`src/hw/rtl/wip_pkg.sv`:
```
// Shared types, constants and the reset wave table of the wave table interpolating player.
// Used by wip_ctrl, wip_datapath and wavetable_interp_player; depends on nothing else.
package wip_pkg;

    // Table geometry and interpolation depth. SUBSTEPS must be a power of two.
    localparam int TBL_LEN   = 32;
    localparam int TBL_AW    = $clog2(TBL_LEN);
    localparam int SI_W      = $clog2(TBL_LEN + 1);
    localparam int SUBSTEPS  = 4;
    localparam int SUB_SHIFT = $clog2(SUBSTEPS);

    // Field widths.
    localparam int DUR_W  = 16;
    localparam int AMP_W  = 8;
    localparam int SMP_W  = 8;
    localparam int TIME_W = 32;
    localparam int IDX_W  = 5;
    localparam int SC_W   = 8;
    localparam int AMP_FRAC = 7;

    // Step length is duration / (TBL_LEN - 1), done as a reciprocal multiply.
    localparam int LEN_MAX     = (2 ** DUR_W - 1) / (TBL_LEN - 1);
    localparam int LEN_W       = $clog2(LEN_MAX + 1);
    localparam int RECIP_SHIFT = 21;
    localparam int RECIP       = (2 ** RECIP_SHIFT) / (TBL_LEN - 1);
    localparam int RECIP_W     = $clog2(RECIP + 1);
    localparam int DIVP_W      = DUR_W + RECIP_W;

    // Derived datapath widths.
    localparam int SLOPE_W   = SMP_W + 1;
    localparam int SLOPE_MAX = (2 ** SMP_W - 1) / SUBSTEPS;
    localparam int BOUND_W   = SI_W + LEN_W;
    localparam int SCL_W     = SC_W + LEN_W;
    localparam int SUBB_W    = BOUND_W + 1;
    localparam int SPROD_W   = SC_W + SLOPE_W + 1;
    localparam int LVL_W     = SPROD_W + 1;
    localparam int SCP_W     = SMP_W + AMP_W;

    // Item opcodes.
    localparam logic OP_TICK = 1'b0;
    localparam logic OP_LOAD = 1'b1;

    // Configuration register indexes (address bit 2 of the APB port).
    localparam logic REG_DURATION  = 1'b0;
    localparam logic REG_AMPLITUDE = 1'b1;
    localparam int   PADDR_W       = 3;
    localparam int   PDATA_W       = 32;

    // Table read address selection.
    typedef logic [2:0] wip_rdsel_t;
    localparam wip_rdsel_t RA_ZERO  = 3'd0;
    localparam wip_rdsel_t RA_ONE   = 3'd1;
    localparam wip_rdsel_t RA_SI    = 3'd2;
    localparam wip_rdsel_t RA_SI_M1 = 3'd3;
    localparam wip_rdsel_t RA_SI_P1 = 3'd4;

    typedef struct packed {
        logic       accept;
        wip_rdsel_t rd_sel;
        logic       cap_cur;
        logic       cap_prev;
        logic       eval_mul;
        logic       eval_sum;
        logic       start_cycle;
        logic       stop_cycle;
        logic       point_adv;
        logic       point_slope;
        logic       sub_mul;
        logic       sub_adv;
        logic       scale;
        logic       emit;
    } wip_cmd_t;

    typedef struct packed {
        logic cycling;
        logic end_hit;
        logic pt_hit;
        logic sub_hit;
        logic out_free;
    } wip_stat_t;

    localparam logic [SMP_W-1:0] SINE_POINTS [32] = '{
        8'd127, 8'd233, 8'd242, 8'd144, 8'd30,  8'd5,   8'd91,  8'd210,
        8'd252, 8'd179, 8'd57,  8'd0,   8'd58,  8'd180, 8'd252, 8'd209,
        8'd90,  8'd4,   8'd31,  8'd146, 8'd242, 8'd233, 8'd125, 8'd19,
        8'd11,  8'd110, 8'd223, 8'd248, 8'd161, 8'd42,  8'd1,   8'd75
    };

    // Reset contents of a table entry: the built-in sine, repeated every 32 entries.
    function automatic logic [SMP_W-1:0] sine_point(input logic [TBL_AW-1:0] addr);
        logic [8:0] wide;
        wide = 9'(addr);
        return SINE_POINTS[wide[4:0]];
    endfunction

endpackage

```
`src/hw/rtl/wip_ctrl.sv`:
```
// Sequencing state machine of the wave table interpolating player.
// Depends on wip_pkg; drives the command word of wip_datapath from its status word.
module wip_ctrl
    import wip_pkg::*;
(
    input  logic      clk,
    input  logic      rst_n,
    input  logic      in_valid,
    input  logic      op,
    output logic      in_ready,
    input  wip_stat_t stat,
    output wip_cmd_t  cmd
);

    localparam logic [3:0] ST_IDLE   = 4'd0;
    localparam logic [3:0] ST_START0 = 4'd1;
    localparam logic [3:0] ST_START1 = 4'd2;
    localparam logic [3:0] ST_START2 = 4'd3;
    localparam logic [3:0] ST_EVAL0  = 4'd4;
    localparam logic [3:0] ST_EVAL1  = 4'd5;
    localparam logic [3:0] ST_DECIDE = 4'd6;
    localparam logic [3:0] ST_POINT0 = 4'd7;
    localparam logic [3:0] ST_POINT1 = 4'd8;
    localparam logic [3:0] ST_SUB0   = 4'd9;
    localparam logic [3:0] ST_SUB1   = 4'd10;
    localparam logic [3:0] ST_SCALE  = 4'd11;
    localparam logic [3:0] ST_EMIT   = 4'd12;

    logic [3:0] state_reg;
    logic [3:0] state_next;

    assign in_ready = (state_reg == ST_IDLE);

    always_comb
    begin
        state_next = state_reg;
        cmd        = '0;
        cmd.rd_sel = RA_ZERO;
        unique case (state_reg)
            ST_IDLE:
            begin
                cmd.accept = in_valid;
                if (in_valid && op == OP_TICK)
                begin
                    state_next = stat.cycling ? ST_EVAL0 : ST_START0;
                end
            end
            ST_START0:
            begin
                cmd.rd_sel = RA_ZERO;
                state_next = ST_START1;
            end
            ST_START1:
            begin
                cmd.rd_sel  = RA_ONE;
                cmd.cap_cur = 1'b1;
                state_next  = ST_START2;
            end
            ST_START2:
            begin
                cmd.start_cycle = 1'b1;
                state_next      = ST_SCALE;
            end
            ST_EVAL0:
            begin
                cmd.rd_sel   = RA_SI;
                cmd.eval_mul = 1'b1;
                state_next   = ST_EVAL1;
            end
            ST_EVAL1:
            begin
                cmd.rd_sel   = RA_SI_M1;
                cmd.cap_cur  = 1'b1;
                cmd.eval_sum = 1'b1;
                state_next   = ST_DECIDE;
            end
            ST_DECIDE:
            begin
                cmd.cap_prev = 1'b1;
                if (stat.end_hit)
                begin
                    cmd.stop_cycle = 1'b1;
                    state_next     = ST_IDLE;
                end
                else if (stat.pt_hit)
                begin
                    state_next = ST_POINT0;
                end
                else if (stat.sub_hit)
                begin
                    state_next = ST_SUB0;
                end
                else
                begin
                    state_next = ST_IDLE;
                end
            end
            ST_POINT0:
            begin
                cmd.rd_sel    = RA_SI_P1;
                cmd.point_adv = 1'b1;
                state_next    = ST_POINT1;
            end
            ST_POINT1:
            begin
                cmd.point_slope = 1'b1;
                state_next      = ST_SCALE;
            end
            ST_SUB0:
            begin
                cmd.sub_mul = 1'b1;
                state_next  = ST_SUB1;
            end
            ST_SUB1:
            begin
                cmd.sub_adv = 1'b1;
                state_next  = ST_SCALE;
            end
            ST_SCALE:
            begin
                cmd.scale  = 1'b1;
                state_next = ST_EMIT;
            end
            ST_EMIT:
            begin
                if (stat.out_free)
                begin
                    cmd.emit   = 1'b1;
                    state_next = ST_IDLE;
                end
            end
            default:
            begin
                state_next = ST_IDLE;
            end
        endcase
    end

    always_ff @(posedge clk or negedge rst_n)
    begin
        if (!rst_n)
        begin
            state_reg <= ST_IDLE;
        end
        else
        begin
            state_reg <= state_next;
        end
    end

    // A new word is only placed in the output register once the old one has gone.
    a_emit_free: assert property (@(posedge clk) disable iff (!rst_n)
        cmd.emit |-> stat.out_free)
        else $error("output word loaded over a pending one");

    // Ending a cycle really drops the datapath out of the cycling state.
    a_stop: assert property (@(posedge clk) disable iff (!rst_n)
        (state_reg == ST_DECIDE && stat.end_hit) |=> !stat.cycling)
        else $error("cycle end did not clear cycling");

    // Starting a cycle sets cycling and heads for the scaler.
    a_start: assert property (@(posedge clk) disable iff (!rst_n)
        cmd.start_cycle |=> (stat.cycling && state_reg == ST_SCALE))
        else $error("cycle start did not take effect");

endmodule

```
`src/hw/rtl/wip_datapath.sv`:
```
// Datapath of the wave table interpolating player: table memory, timing bounds,
// slope, interpolation, gain and the output register. Depends on wip_pkg.
module wip_datapath
    import wip_pkg::*;
(
    input  logic              clk,
    input  logic              rst_n,
    input  wip_cmd_t          cmd,
    output wip_stat_t         stat,
    input  logic              op,
    input  logic [TIME_W-1:0] time_ms,
    input  logic [IDX_W-1:0]  table_index,
    input  logic [SMP_W-1:0]  table_value,
    input  logic [DUR_W-1:0]  cycle_duration_ms,
    input  logic [AMP_W-1:0]  amplitude_q1_7,
    output logic              out_valid,
    input  logic              out_ready,
    output logic [SMP_W-1:0]  drive_level
);

    // Table memory; entries not yet loaded read as the built-in sine.
    logic [SMP_W-1:0]   mem [TBL_LEN];
    logic [TBL_LEN-1:0] wvld_reg;
    logic               mem_we;
    logic [TBL_AW-1:0]  mem_wa;
    logic [TBL_AW-1:0]  rd_addr;
    logic [SMP_W-1:0]   rd_raw_reg;
    logic [SMP_W-1:0]   rd_def_reg;
    logic               rd_hit_reg;
    logic [SMP_W-1:0]   rd_data;

    // Cycle state.
    logic                      cycling_reg, cycling_next;
    logic [TIME_W-1:0]         phase_reg, phase_next;
    logic [LEN_W-1:0]          len_reg, len_next;
    logic [SI_W-1:0]           si_reg, si_next;
    logic [SC_W-1:0]           sc_reg, sc_next;
    logic signed [SLOPE_W-1:0] slope_reg, slope_next;

    // Working registers.
    logic [TIME_W-1:0]         time_reg;
    logic [DIVP_W-1:0]         div_prod_reg;
    logic [LEN_W-1:0]          q_est_reg;
    logic [TIME_W-1:0]         elapsed_reg;
    logic [BOUND_W-1:0]        pt_bound_reg;
    logic [BOUND_W-1:0]        sub_a_reg;
    logic [SCL_W-1:0]          sc_len_reg;
    logic [SUBB_W-1:0]         sub_bound_reg;
    logic [SMP_W-1:0]          cur_reg;
    logic [SMP_W-1:0]          prev_reg;
    logic [SMP_W-1:0]          level_reg;
    logic signed [SPROD_W-1:0] sub_prod_reg;
    logic [SCP_W-1:0]          scale_prod_reg;
    logic                      out_valid_reg, out_valid_next;
    logic [SMP_W-1:0]          drive_level_reg;

    // Combinational helpers.
    logic [DUR_W-1:0]          q_mul;
    logic [DUR_W-1:0]          q_rem;
    logic [LEN_W-1:0]          len_fix;
    logic signed [SLOPE_W-1:0] pair_diff;
    logic [SLOPE_W-1:0]        pair_bias;
    logic signed [SLOPE_W-1:0] pair_adj;
    logic signed [SLOPE_W-1:0] pair_slope;
    logic [SI_W-1:0]           si_m1;
    logic signed [SPROD_W-1:0] sc_s;
    logic signed [SPROD_W-1:0] slope_s;
    logic signed [LVL_W-1:0]   lvl_sum;
    logic [SMP_W-1:0]          lvl_clamp;
    logic [SMP_W:0]            scaled;
    logic [SMP_W-1:0]          scaled_sat;

    assign mem_we = cmd.accept && (op == OP_LOAD) && (int'(table_index) < TBL_LEN);
    assign mem_wa = TBL_AW'(table_index);
    assign si_m1  = si_reg - SI_W'(1);

    always_comb
    begin
        unique case (cmd.rd_sel)
            RA_ZERO:  rd_addr = '0;
            RA_ONE:   rd_addr = TBL_AW'(1);
            RA_SI:    rd_addr = si_reg[TBL_AW-1:0];
            RA_SI_M1: rd_addr = si_m1[TBL_AW-1:0];
            RA_SI_P1: rd_addr = TBL_AW'(si_reg + SI_W'(1));
            default:  rd_addr = '0;
        endcase
    end

    always_ff @(posedge clk)
    begin
        if (mem_we)
        begin
            mem[mem_wa] <= table_value;
        end
        rd_raw_reg <= mem[rd_addr];
        rd_def_reg <= sine_point(rd_addr);
        rd_hit_reg <= wvld_reg[rd_addr];
    end

    always_ff @(posedge clk or negedge rst_n)
    begin
        if (!rst_n)
        begin
            wvld_reg <= '0;
        end
        else if (mem_we)
        begin
            wvld_reg[mem_wa] <= 1'b1;
        end
    end

    assign rd_data = rd_hit_reg ? rd_raw_reg : rd_def_reg;

    // The reciprocal estimate is at most one short; one compare puts it right.
    assign q_mul   = DUR_W'(q_est_reg) * DUR_W'(TBL_LEN - 1);
    assign q_rem   = cycle_duration_ms - q_mul;
    assign len_fix = (q_rem >= DUR_W'(TBL_LEN - 1)) ? q_est_reg + LEN_W'(1) : q_est_reg;

    // Slope between the entry just read and the one held in cur_reg, rounded toward zero.
    always_comb
    begin
        pair_diff  = $signed({1'b0, rd_data}) - $signed({1'b0, cur_reg});
        pair_bias  = pair_diff[SLOPE_W-1] ? SLOPE_W'(SUBSTEPS - 1) : '0;
        pair_adj   = pair_diff + $signed(pair_bias);
        pair_slope = pair_adj >>> SUB_SHIFT;
    end

    // Interpolated level, clamped to the sample range.
    always_comb
    begin
        sc_s    = SPROD_W'(sc_reg);
        slope_s = SPROD_W'(slope_reg);
        lvl_sum = LVL_W'(sub_prod_reg) + LVL_W'($signed({1'b0, prev_reg}));
        if (lvl_sum < 0)
        begin
            lvl_clamp = '0;
        end
        else if (lvl_sum > LVL_W'(2 ** SMP_W - 1))
        begin
            lvl_clamp = '1;
        end
        else
        begin
            lvl_clamp = lvl_sum[SMP_W-1:0];
        end
    end

    assign scaled     = scale_prod_reg[SCP_W-1:AMP_FRAC];
    assign scaled_sat = scaled[SMP_W] ? '1 : scaled[SMP_W-1:0];

    always_comb
    begin
        cycling_next = cycling_reg;
        phase_next   = phase_reg;
        len_next     = len_reg;
        si_next      = si_reg;
        sc_next      = sc_reg;
        slope_next   = slope_reg;
        if (cmd.start_cycle)
        begin
            cycling_next = 1'b1;
            phase_next   = time_reg;
            len_next     = len_fix;
            si_next      = SI_W'(1);
            sc_next      = '0;
            slope_next   = pair_slope;
        end
        if (cmd.stop_cycle)
        begin
            cycling_next = 1'b0;
        end
        if (cmd.point_adv)
        begin
            si_next = si_reg + SI_W'(1);
            sc_next = SC_W'(1);
        end
        if (cmd.point_slope)
        begin
            slope_next = (si_reg >= SI_W'(TBL_LEN)) ? '0 : pair_slope;
        end
        if (cmd.sub_adv)
        begin
            sc_next = sc_reg + SC_W'(1);
        end
    end

    assign out_valid_next = cmd.emit ? 1'b1 : (out_valid_reg && !out_ready);

    always_ff @(posedge clk or negedge rst_n)
    begin
        if (!rst_n)
        begin
            cycling_reg   <= 1'b0;
            phase_reg     <= '0;
            len_reg       <= '0;
            si_reg        <= '0;
            sc_reg        <= '0;
            slope_reg     <= '0;
            out_valid_reg <= 1'b0;
        end
        else
        begin
            cycling_reg   <= cycling_next;
            phase_reg     <= phase_next;
            len_reg       <= len_next;
            si_reg        <= si_next;
            sc_reg        <= sc_next;
            slope_reg     <= slope_next;
            out_valid_reg <= out_valid_next;
        end
    end

    always_ff @(posedge clk)
    begin
        div_prod_reg <= DIVP_W'(cycle_duration_ms) * DIVP_W'(RECIP);
        q_est_reg    <= LEN_W'(div_prod_reg >> RECIP_SHIFT);
        if (cmd.accept)
        begin
            time_reg <= time_ms;
        end
        if (cmd.eval_mul)
        begin
            elapsed_reg  <= time_reg - phase_reg;
            pt_bound_reg <= BOUND_W'(si_reg) * BOUND_W'(len_reg);
            sub_a_reg    <= BOUND_W'(si_m1) * BOUND_W'(len_reg);
            sc_len_reg   <= SCL_W'(sc_reg) * SCL_W'(len_reg);
        end
        if (cmd.eval_sum)
        begin
            sub_bound_reg <= SUBB_W'(sub_a_reg) + SUBB_W'(sc_len_reg >> SUB_SHIFT);
        end
        if (cmd.cap_cur)
        begin
            cur_reg <= rd_data;
        end
        if (cmd.cap_prev)
        begin
            prev_reg <= rd_data;
        end
        if (cmd.start_cycle || cmd.point_adv)
        begin
            level_reg <= cur_reg;
        end
        else if (cmd.sub_adv)
        begin
            level_reg <= lvl_clamp;
        end
        if (cmd.sub_mul)
        begin
            sub_prod_reg <= sc_s * slope_s;
        end
        if (cmd.scale)
        begin
            scale_prod_reg <= SCP_W'(level_reg) * SCP_W'(amplitude_q1_7);
        end
        if (cmd.emit)
        begin
            drive_level_reg <= scaled_sat;
        end
    end

    assign stat.cycling  = cycling_reg;
    assign stat.end_hit  = (si_reg >= SI_W'(TBL_LEN))
                           || (elapsed_reg >= TIME_W'(cycle_duration_ms));
    assign stat.pt_hit   = elapsed_reg > TIME_W'(pt_bound_reg);
    assign stat.sub_hit  = elapsed_reg > TIME_W'(sub_bound_reg);
    assign stat.out_free = !out_valid_reg || out_ready;

    assign out_valid   = out_valid_reg;
    assign drive_level = drive_level_reg;

    // While a cycle runs, the next point index stays within one past the table end.
    a_si_range: assert property (@(posedge clk) disable iff (!rst_n)
        cycling_reg |-> (si_reg != '0 && si_reg <= SI_W'(TBL_LEN)))
        else $error("step index out of range while cycling");

    // A fresh cycle always begins at point one with no sub-steps taken.
    a_fresh: assert property (@(posedge clk) disable iff (!rst_n)
        $rose(cycling_reg) |-> (si_reg == SI_W'(1) && sc_reg == '0))
        else $error("cycle started from stale indexes");

    // The slope is a sample difference divided down, so it is bounded.
    a_slope: assert property (@(posedge clk) disable iff (!rst_n)
        (slope_reg >= -SLOPE_MAX && slope_reg <= SLOPE_MAX))
        else $error("slope out of range");

endmodule

```
`src/hw/rtl/wavetable_interp_player.sv`:
```
// Top level of the wave table interpolating player: APB configuration registers
// and the joining of wip_ctrl and wip_datapath. Depends on wip_pkg.
//
// The block plays one cycle of a 32-entry, 8-bit wave table over cycle_duration_ms
// milliseconds. Each input word is either a time tick (op 0, carrying time_ms) or a
// table load (op 1, writing table_value at table_index). A tick while idle starts a
// cycle and gives table entry 0; a tick during a cycle gives the next table point
// once its time boundary has passed, an interpolated level once a quarter-step
// boundary has passed, ends the cycle when the table or the duration is used up, or
// gives nothing. Every level is scaled by the Q1.7 gain amplitude_q1_7 and held at
// 255 at most; a tick gives at most one output word and a load gives none. The
// table comes out of reset holding a sine; loads take effect immediately, also
// within a running cycle, and no clearing pass is needed after reset. Items are
// taken one at a time: a load ends on acceptance, while a tick holds the input side
// until its level is loaded into the output register or, when it gives no word, until
// the decide state. The length of a tick is set by the single read port of
// the table memory, which the controller visits two or three times per
// tick, and by the registered multiplies for the step bounds, the
// interpolation and the gain. The output register frees the input side:
// a result waits there while the next word is accepted, and only an output word that
// is still untaken when the following result is ready holds the sequencer back.
// Registers sit at byte address 0 (cycle_duration_ms, reset 1000) and 4
// (amplitude_q1_7, reset 128) and should be written only while the block is idle.
module wavetable_interp_player
    import wip_pkg::*;
(
    input  logic               clk,
    input  logic               rst_n,
    // APB configuration port
    input  logic               psel,
    input  logic               penable,
    input  logic               pwrite,
    input  logic [PADDR_W-1:0] paddr,
    input  logic [PDATA_W-1:0] pwdata,
    output logic [PDATA_W-1:0] prdata,
    output logic               pready,
    // Input words
    input  logic               in_valid,
    output logic               in_ready,
    input  logic               op,
    input  logic [TIME_W-1:0]  time_ms,
    input  logic [IDX_W-1:0]   table_index,
    input  logic [SMP_W-1:0]   table_value,
    // Output words
    output logic               out_valid,
    input  logic               out_ready,
    output logic [SMP_W-1:0]   drive_level
);

    logic [DUR_W-1:0] cycle_duration_ms_reg, cycle_duration_ms_next;
    logic [AMP_W-1:0] amplitude_q1_7_reg, amplitude_q1_7_next;
    logic             cfg_wr;
    wip_cmd_t         cmd;
    wip_stat_t        stat;

    // The port never waits, so a write lands at the edge that ends its access phase.
    assign pready = 1'b1;
    assign cfg_wr = psel && penable && pwrite;

    always_comb
    begin
        cycle_duration_ms_next = cycle_duration_ms_reg;
        amplitude_q1_7_next    = amplitude_q1_7_reg;
        if (cfg_wr)
        begin
            unique case (paddr[2])
                REG_DURATION:  cycle_duration_ms_next = pwdata[DUR_W-1:0];
                REG_AMPLITUDE: amplitude_q1_7_next    = pwdata[AMP_W-1:0];
                default:       cycle_duration_ms_next = cycle_duration_ms_reg;
            endcase
        end
    end

    always_comb
    begin
        unique case (paddr[2])
            REG_DURATION:  prdata = PDATA_W'(cycle_duration_ms_reg);
            REG_AMPLITUDE: prdata = PDATA_W'(amplitude_q1_7_reg);
            default:       prdata = '0;
        endcase
    end

    always_ff @(posedge clk or negedge rst_n)
    begin
        if (!rst_n)
        begin
            cycle_duration_ms_reg <= DUR_W'(1000);
            amplitude_q1_7_reg    <= AMP_W'(128);
        end
        else
        begin
            cycle_duration_ms_reg <= cycle_duration_ms_next;
            amplitude_q1_7_reg    <= amplitude_q1_7_next;
        end
    end

    // The controller sequences table reads and arithmetic steps for each word.
    wip_ctrl u_ctrl (
        .clk      (clk),
        .rst_n    (rst_n),
        .in_valid (in_valid),
        .op       (op),
        .in_ready (in_ready),
        .stat     (stat),
        .cmd      (cmd)
    );

    // The datapath holds the table, the cycle state and the output register.
    wip_datapath u_datapath (
        .clk               (clk),
        .rst_n             (rst_n),
        .cmd               (cmd),
        .stat              (stat),
        .op                (op),
        .time_ms           (time_ms),
        .table_index       (table_index),
        .table_value       (table_value),
        .cycle_duration_ms (cycle_duration_ms_reg),
        .amplitude_q1_7    (amplitude_q1_7_reg),
        .out_valid         (out_valid),
        .out_ready         (out_ready),
        .drive_level       (drive_level)
    );

endmodule

```
`config.mk`:
```
export PLATFORM = sky130hd
export DESIGN_NAME = wavetable_interp_player
export DESIGN_NICKNAME = d
export VERILOG_FILES = /design/src/hw/rtl/wip_pkg.sv /design/src/hw/rtl/wip_ctrl.sv /design/src/hw/rtl/wip_datapath.sv /design/src/hw/rtl/wavetable_interp_player.sv
export SDC_FILE = /design/constraint.sdc
export NUM_CORES = 2
export LEC_CHECK = 0
export ABC_AREA = 1
export BUFFER_PORTS_ARGS = -buffer_cell sky130_fd_sc_hd__buf_2
export CAP_MARGIN = 0
export CORE_MARGIN = 1.5
export CORE_UTILIZATION = 50
export DETAILED_ROUTE_END_ITERATION = 10
export PLACE_DENSITY = 0.69
export SKIP_LAST_GASP = 1
export SLEW_MARGIN = 20
export SYNTH_ARGS = -nofsm -noshare
export SYNTH_HDL_FRONTEND = slang
export SYNTH_HIERARCHICAL = 1
export SYNTH_SLANG_ARGS = --single-unit
```
`constraint.sdc`:
```
create_clock -name clk -period 15.2 [get_ports clk]
set_clock_uncertainty 0.05 [all_clocks]
set_input_delay 1.52 -clock clk [delete_from_list [all_inputs] [get_ports clk]]
set_output_delay 1.52 -clock clk [all_outputs]
set_load 0.02 [all_outputs]
```
## After elaboration in Yosys (flattened, before gate mapping)

Memory sizes are Yosys's and may differ from the RTL's. A register that Yosys moved wholly into a read port is not among the register bits.
Cells that the tools add are included.

- Bits in registers: 379
- Latch bits: 0
- Memory bits (writable): 256
- Memory bits (read-only): 256
- Output and inout bits: 43
- Logic and storage cells: 148
- Memories: 2

- $add $sub $neg: 10
- Multiply operators: 7
- Div/mod/pow operators: 0
- Order comparisons: 10
- Equality and inequality tests: 18
- Shift operators: 0
- Mux-type cells: 49
- Bitwise gates (word level): 4
- Reduce and logical (&&, ||, !) cells: 22

Memory list:

| name | words | bits a word | read ports | clocked after Yosys merged registers in | write ports | line | text |
|---|---|---|---|---|---|---|---|
| (no name shown) | 32 | 8 | 1 | 1 | 0 | wip_pkg.sv:93 | `return SINE_POINTS[wide[4:0]];` |
| u_datapath.mem | 32 | 8 | 1 | 1 | 1 | wip_datapath.sv:22 | `logic [SMP_W-1:0] mem [TBL_LEN];` |

Operators with widths:

| cell | count |
|---|---|
| 2-to-1 mux 8 bit | 8 |
| one-hot mux 32 bit (2 select lines) | 1 |
| one-hot mux 4 bit (11 select lines) | 1 |
| multiplier 6 x 12 -> 18 bit | 2 |
| greater-or-equal comparator 32 x 16 -> 1 bit | 1 |
| greater-than comparator 32 x 18 -> 1 bit | 1 |
| greater-than comparator 32 x 19 -> 1 bit | 1 |
| multiplier 16 x 16 -> 32 bit, second input constant | 1 |
| bitwise OR 32 bit | 1 |
| subtractor 32 bit | 1 |
| 2-to-1 mux 9 bit | 3 |
| 2-to-1 mux 1 bit | 22 |
| == test 4 bit, second input constant | 5 |
| multiplier 8 x 12 -> 20 bit | 1 |
| 2-to-1 mux 4 bit | 5 |
| one-hot mux 5 bit (4 select lines) | 1 |
| adder 18 x 18 -> 19 bit | 1 |
| adder 18 x 9 -> 19 bit | 1 |
| greater-than comparator 19 x 9 -> 1 bit, second input constant | 1 |
| < comparator 19 x 1 -> 1 bit, second input constant | 1 |
| multiplier 9 x 9 -> 18 bit | 1 |
| == test 4 x 3 -> 1 bit, second input constant | 4 |
| greater-or-equal comparator 16 x 5 -> 1 bit, second input constant | 1 |
| multiplier 12 x 5 -> 16 bit, second input constant | 1 |
| other kinds (36) | 54 |

## Longest topological paths before layout

- Depth in word-level cells: 6
- Gate-level depth with buffers: 25

## By module

The synthesis kept the hierarchy.

Modules (own cells, without submodules):

| module | instances | cells an instance | area an instance (um^2) |
|---|---|---|---|
| wip_datapath | 1 | 4818 | 43545.5 |
| wavetable_interp_player | 1 | 169 | 1326.3 |
| wip_ctrl | 1 | 74 | 419.2 |

## Least setup slack after synthesis

OpenSTA, ideal clock, no wires.

- Kind: register to register
- Start: register u_datapath.slope_reg[7]
- End: register u_datapath.sub_prod_reg[17] (data pin)
- Library setup time: 260 ps
- Data arrival time: 4751 ps
- Path slack: 10139 ps
- Cell stages (with the launch flop): 20
- Path buffers: 1
- Path through: dfrtp_1 > clkbuf_1 > nand2_1 > fa_1 > inv_1 > fa_1 > inv_1 > fa_1 > inv_1 > fa_1 > fa_1 > ha_1 > a21oi_1 > nand2_1 > a21oi_1 > o21ai_0 > a21oi_1 > nor2_1 > nor2_1 > xor2_1

- Longest elaborated chain between the ends: 1

Ends and longest elaborated chain:

| element | line | text |
|---|---|---|
| start, declared | wip_datapath.sv:38 | `logic signed [SLOPE_W-1:0] slope_reg, slope_next;` |
| start signal, assigned | wip_datapath.sv:208 | `slope_reg <= slope_next;` |
| multiplier 9 x 9 -> 18 bit | wip_datapath.sv:250 | `sub_prod_reg <= sc_s * slope_s;` |
| end signal, assigned | wip_datapath.sv:250 |  |
| end, declared | wip_datapath.sv:52 | `logic signed [SPROD_W-1:0] sub_prod_reg;` |

Every way passes these cells.
A chain may end at the register's enable or synchronous reset.

## Worst setup path after layout

- Start: register u_datapath.si_reg[2]
- End: register u_datapath.sub_a_reg[14] (data pin)

- Longest elaborated chain between the ends: 2

Ends and longest elaborated chain:

| element | line | text |
|---|---|---|
| start, declared | wip_datapath.sv:36 | `logic [SI_W-1:0] si_reg, si_next;` |
| start signal, assigned | wip_datapath.sv:206 | `si_reg <= si_next;` |
| subtractor 6 x 1 -> 6 bit | wip_datapath.sv:75 | `assign si_m1 = si_reg - SI_W'(1);` |
| multiplier 6 x 12 -> 18 bit | wip_datapath.sv:225 | `sub_a_reg <= BOUND_W'(si_m1) * BOUND_W'(len_reg);` |
| end signal, assigned | wip_datapath.sv:225 |  |
| end, declared | wip_datapath.sv:46 | `logic [BOUND_W-1:0] sub_a_reg;` |

Every way passes these cells.

==> flow_summary.yaml <==
drt:
  wl_mm: 104
  firstDrtPassIters: 5
  ant_nets: 0
  drc_errors: 0
  drt_iter0_markers: 2638
  post_drt_wl_per_cell_microns: 16.5
  routed_via_density: 5.30
  vias: 33600
placement:
  gp_congestion: 0.891
  hpwl_mm: 76.0
  dpl_cell_area_sq_mm: 0.0466
  port_buffers: 95
synthesis:
  syn_inst: 5061
  synth_mux_area_share_pct: 0.174
  synth-simple-area-share_pct: 17.8
  synth_xor_area_share_pct: 2.94
  synth_cell_type_count: 69
  synth_area_sq_mm: 0.0453
  ys.flop_type: "edfxtp_1"
  synth-compound-area-share_pct: 6.88
  avgSynthCellArea_sq_um: 8.95
  synth-seq-cells: 620
  synth-edff-count: 452
  ys_warn_count: 6
  synthArstFlopShare_pct: 20.5
  synth_fa_ha_area_share_pct: 23.9
  synth_top_family_by_area: "adder cells"
  ys_seq_area_share_pct: 38.8
grt:
  antenna_found_initial: 1
  grt_pass1_vias: 33000
  grt_max_degree: 87
  grt_pass1_wl_mm: 171
  grt_overflow: 0
  grt_use_total_pct: 23.0
die:
  core-area_sq_mm: 0.0899
  initial_core_util_pct: 50.4
  die-area_sq_mm: 0.0924
  rows: 110
  io_pins: 131
  die_w_microns: 304
  die_h_microns: 304
finish:
  finalInstanceArea_sq_mm: 0.0490
  layout_common_cells: "1119 x nand2_1, 881 x inv_1, 452 x edfxtp_1"
  largest_reg_flops: 256
  final_net_count: 5885
  antenna_cells: 0
  regMostFlops: "u_datapath/mem"
  final_common_cell: "nand2_1"
  layout-drive-gt1-share_pct: 6.25
  utilization_pct: 54.5
  fillers: 8003
  area_growth_pct: 8.13
power_and_ir_drop:
  ir_drop_v: 0.000439
  power.switching_mw: 5.26
  power_frac_seq_pct: 23.2
  clockPowerShare_pct: 15.9
  power.leakage_nw: 24.0
  switching_share_pct: 48.9
  p_per_area_mw_per_mm2: 220
  combinationalPowerShare_pct: 60.8
  p_int_mw: 5.49
sta:
  slew_viol_final: 0
  fin_crit_ns: 5.76
  slew_headroom_pct: 32.3
  fmax_mhz: 174
  tightest_slew_ns: 1.01
  fin_crit_sh_pct: 37.9
  setup-tns-final_ns: 0
  hold_ws_ns: 0.275
  final-setup-viol-count: 0
  hold_viol: 0
  rsz0062_at_grt: "no"
cts:
  post_cts_resized: 0
  cts-root-buf: "clkbuf_16"
  htree_num_levels: 3
  cts_buffers: 72
  postCtsSetupBuffers: 0
  hold_buffers: 0
  cts_num_sinks: 620
  clk_pin_slew_worst_paths_ns: 0.06
  cts_tree: "done"
  insertion_delay_ns: 0.65
  clk_path_buf_depth: 3
setup_path:
  path_delay_family: "adder cells"
  worstSetupStartpointType: "flip-flop"
  slowest_stage: "dfrtp_1"
  cp-end-kind: "flip-flop"
  reg2reg_slack_ns: 9.44
  cp_slowest_stage_delay_ns: 0.91
  cp.arrival_ns: 6.10
  path_buf_inv: 3
  path_max_fanout: 20
  required_ns: 15.54
  cp_common_cell: "nand2_1"
  crit_type: "reg -> reg"
  worstPathCellList: "nor2_1 > nand2_1 > inv_1 > nand3_1 > xor2_1 > inv_1 > nand2_1 > fa_1 > fa_1 > fa_1 > inv_1 > ha_1 > a21oi_1 > a21oi_1 > nor2_1 > o21ai_0 > nand2_1 > nand2_1 > a21o_1 > nand3_1 > nand2_1 > nand2_1 > nand2_1"
status:
  outcome: "finished, final reports clean"
worst_hold_path:
  worstHoldPathType: "reg -> reg"
flow_run:
  drv_cap: 0
stage by stage:
stage               power [mW]  cells  setup WS [ns]
floorplan                 7.54   5076          10.14
global placement          8.91   6197           9.55
detailed placement        9.04   6197           9.50
CTS                       10.8   6330           9.48
global route              11.9   6330           8.95
finish                    10.8   6330           9.44
cell type report:
cell class	count	area, sq um	share of cell area, %
Sequential cell	620	17600	35.9
Inverter	902	3390	6.92
Tap cell	1176	1470	3.00
Timing Repair Buffer	117	651	1.33
Clock buffer	100	1950	3.98
Multi-Input combinational cell	3382	23500	48.1
Clock inverter	33	398	0.812
final timing paths:
check,start,end,cells after the start
min in group asynchronous,rst_n,cycle_duration_ms_reg[14]$_DFFE_PN0P_,1
max reg2reg,u_datapath/si_reg[2]$_DFFE_PN0P_,u_datapath/sub_a_reg[14]$_DFFE_PP_,23
min,u_datapath/div_prod_reg[26]$_DFF_P_,u_datapath/q_est_reg[5]$_DFF_P_,0
max,u_datapath/si_reg[2]$_DFFE_PN0P_,u_datapath/sub_a_reg[14]$_DFFE_PP_,23
min reg2reg,u_datapath/div_prod_reg[26]$_DFF_P_,u_datapath/q_est_reg[5]$_DFF_P_,0
max in group asynchronous,rst_n,u_datapath/wvld_reg[15]$_DFFE_PN0P_,2
synth_stat cells (6+ instances only):
cell type	number	share of area, %
a21o_1	18	0.30
a21oi_1	182	2.0
a221oi_1	6	0.12
a31oi_1	22	0.30
buf_1	6	0.050
buf_2	41	0.45
buf_4	26	0.43
buf_6	8	0.20
clkbuf_1	90	0.75
clkinv_1	7	0.058
dfrtp_1	120	6.6
dfstp_2	7	0.41
dfxtp_1	41	1.8
edfxtp_1	452	30
fa_1	274	12
ha_1	428	12
inv_1	883	7.3
inv_2	10	0.083
mux2_2	7	0.17
nand2_1	1119	9.3
nand2_2	12	0.17
nand3_1	213	2.4
nand3_2	7	0.15
nand4_1	60	0.83
nor2_1	430	3.6
nor2_2	7	0.097
nor3_1	33	0.36
nor4_1	6	0.083
o211ai_1	9	0.15
o21a_1	6	0.099
o21ai_0	214	2.4
o21ai_1	55	0.61
o21bai_1	12	0.20
o221ai_1	7	0.14
or2_2	31	0.43
xnor2_1	37	0.72
xor2_1	113	2.2
cell families after synthesis:
family | after synthesis
flops | 620
xor+xnor | 151
mux | 7
buf+inv | 1074
other cells | 2
fa+ha+maj | 702
compound gates | 564
simple gates | 1941
per-layer routing:
metal | part of all wire [%] | wire length (microns) | GRT usage (%) | up-vias
met1 | 44 | 46000 | 31.5 | 16200
met5 | 0 | 0 | 0 | -
met2 | 48 | 49900 | 38.6 | 926
met3 | 5.7 | 5990 | 3.02 | 163
li1 | - | - | - | 16300
met4 | 2.4 | 2490 | 6.16 | 0
power by group through the flow:
stage               Clock, mW  Combinational [mW]  Sequential (mW)
floorplan                   0                5.21             2.33
global placement            0                6.39             2.52
detailed placement          0                6.51             2.53
CTS                      1.75                6.55             2.50
global route             1.82                7.55             2.53
finish                   1.71                6.54             2.50
No activity file was read; power rests on OpenSTA's default activity.
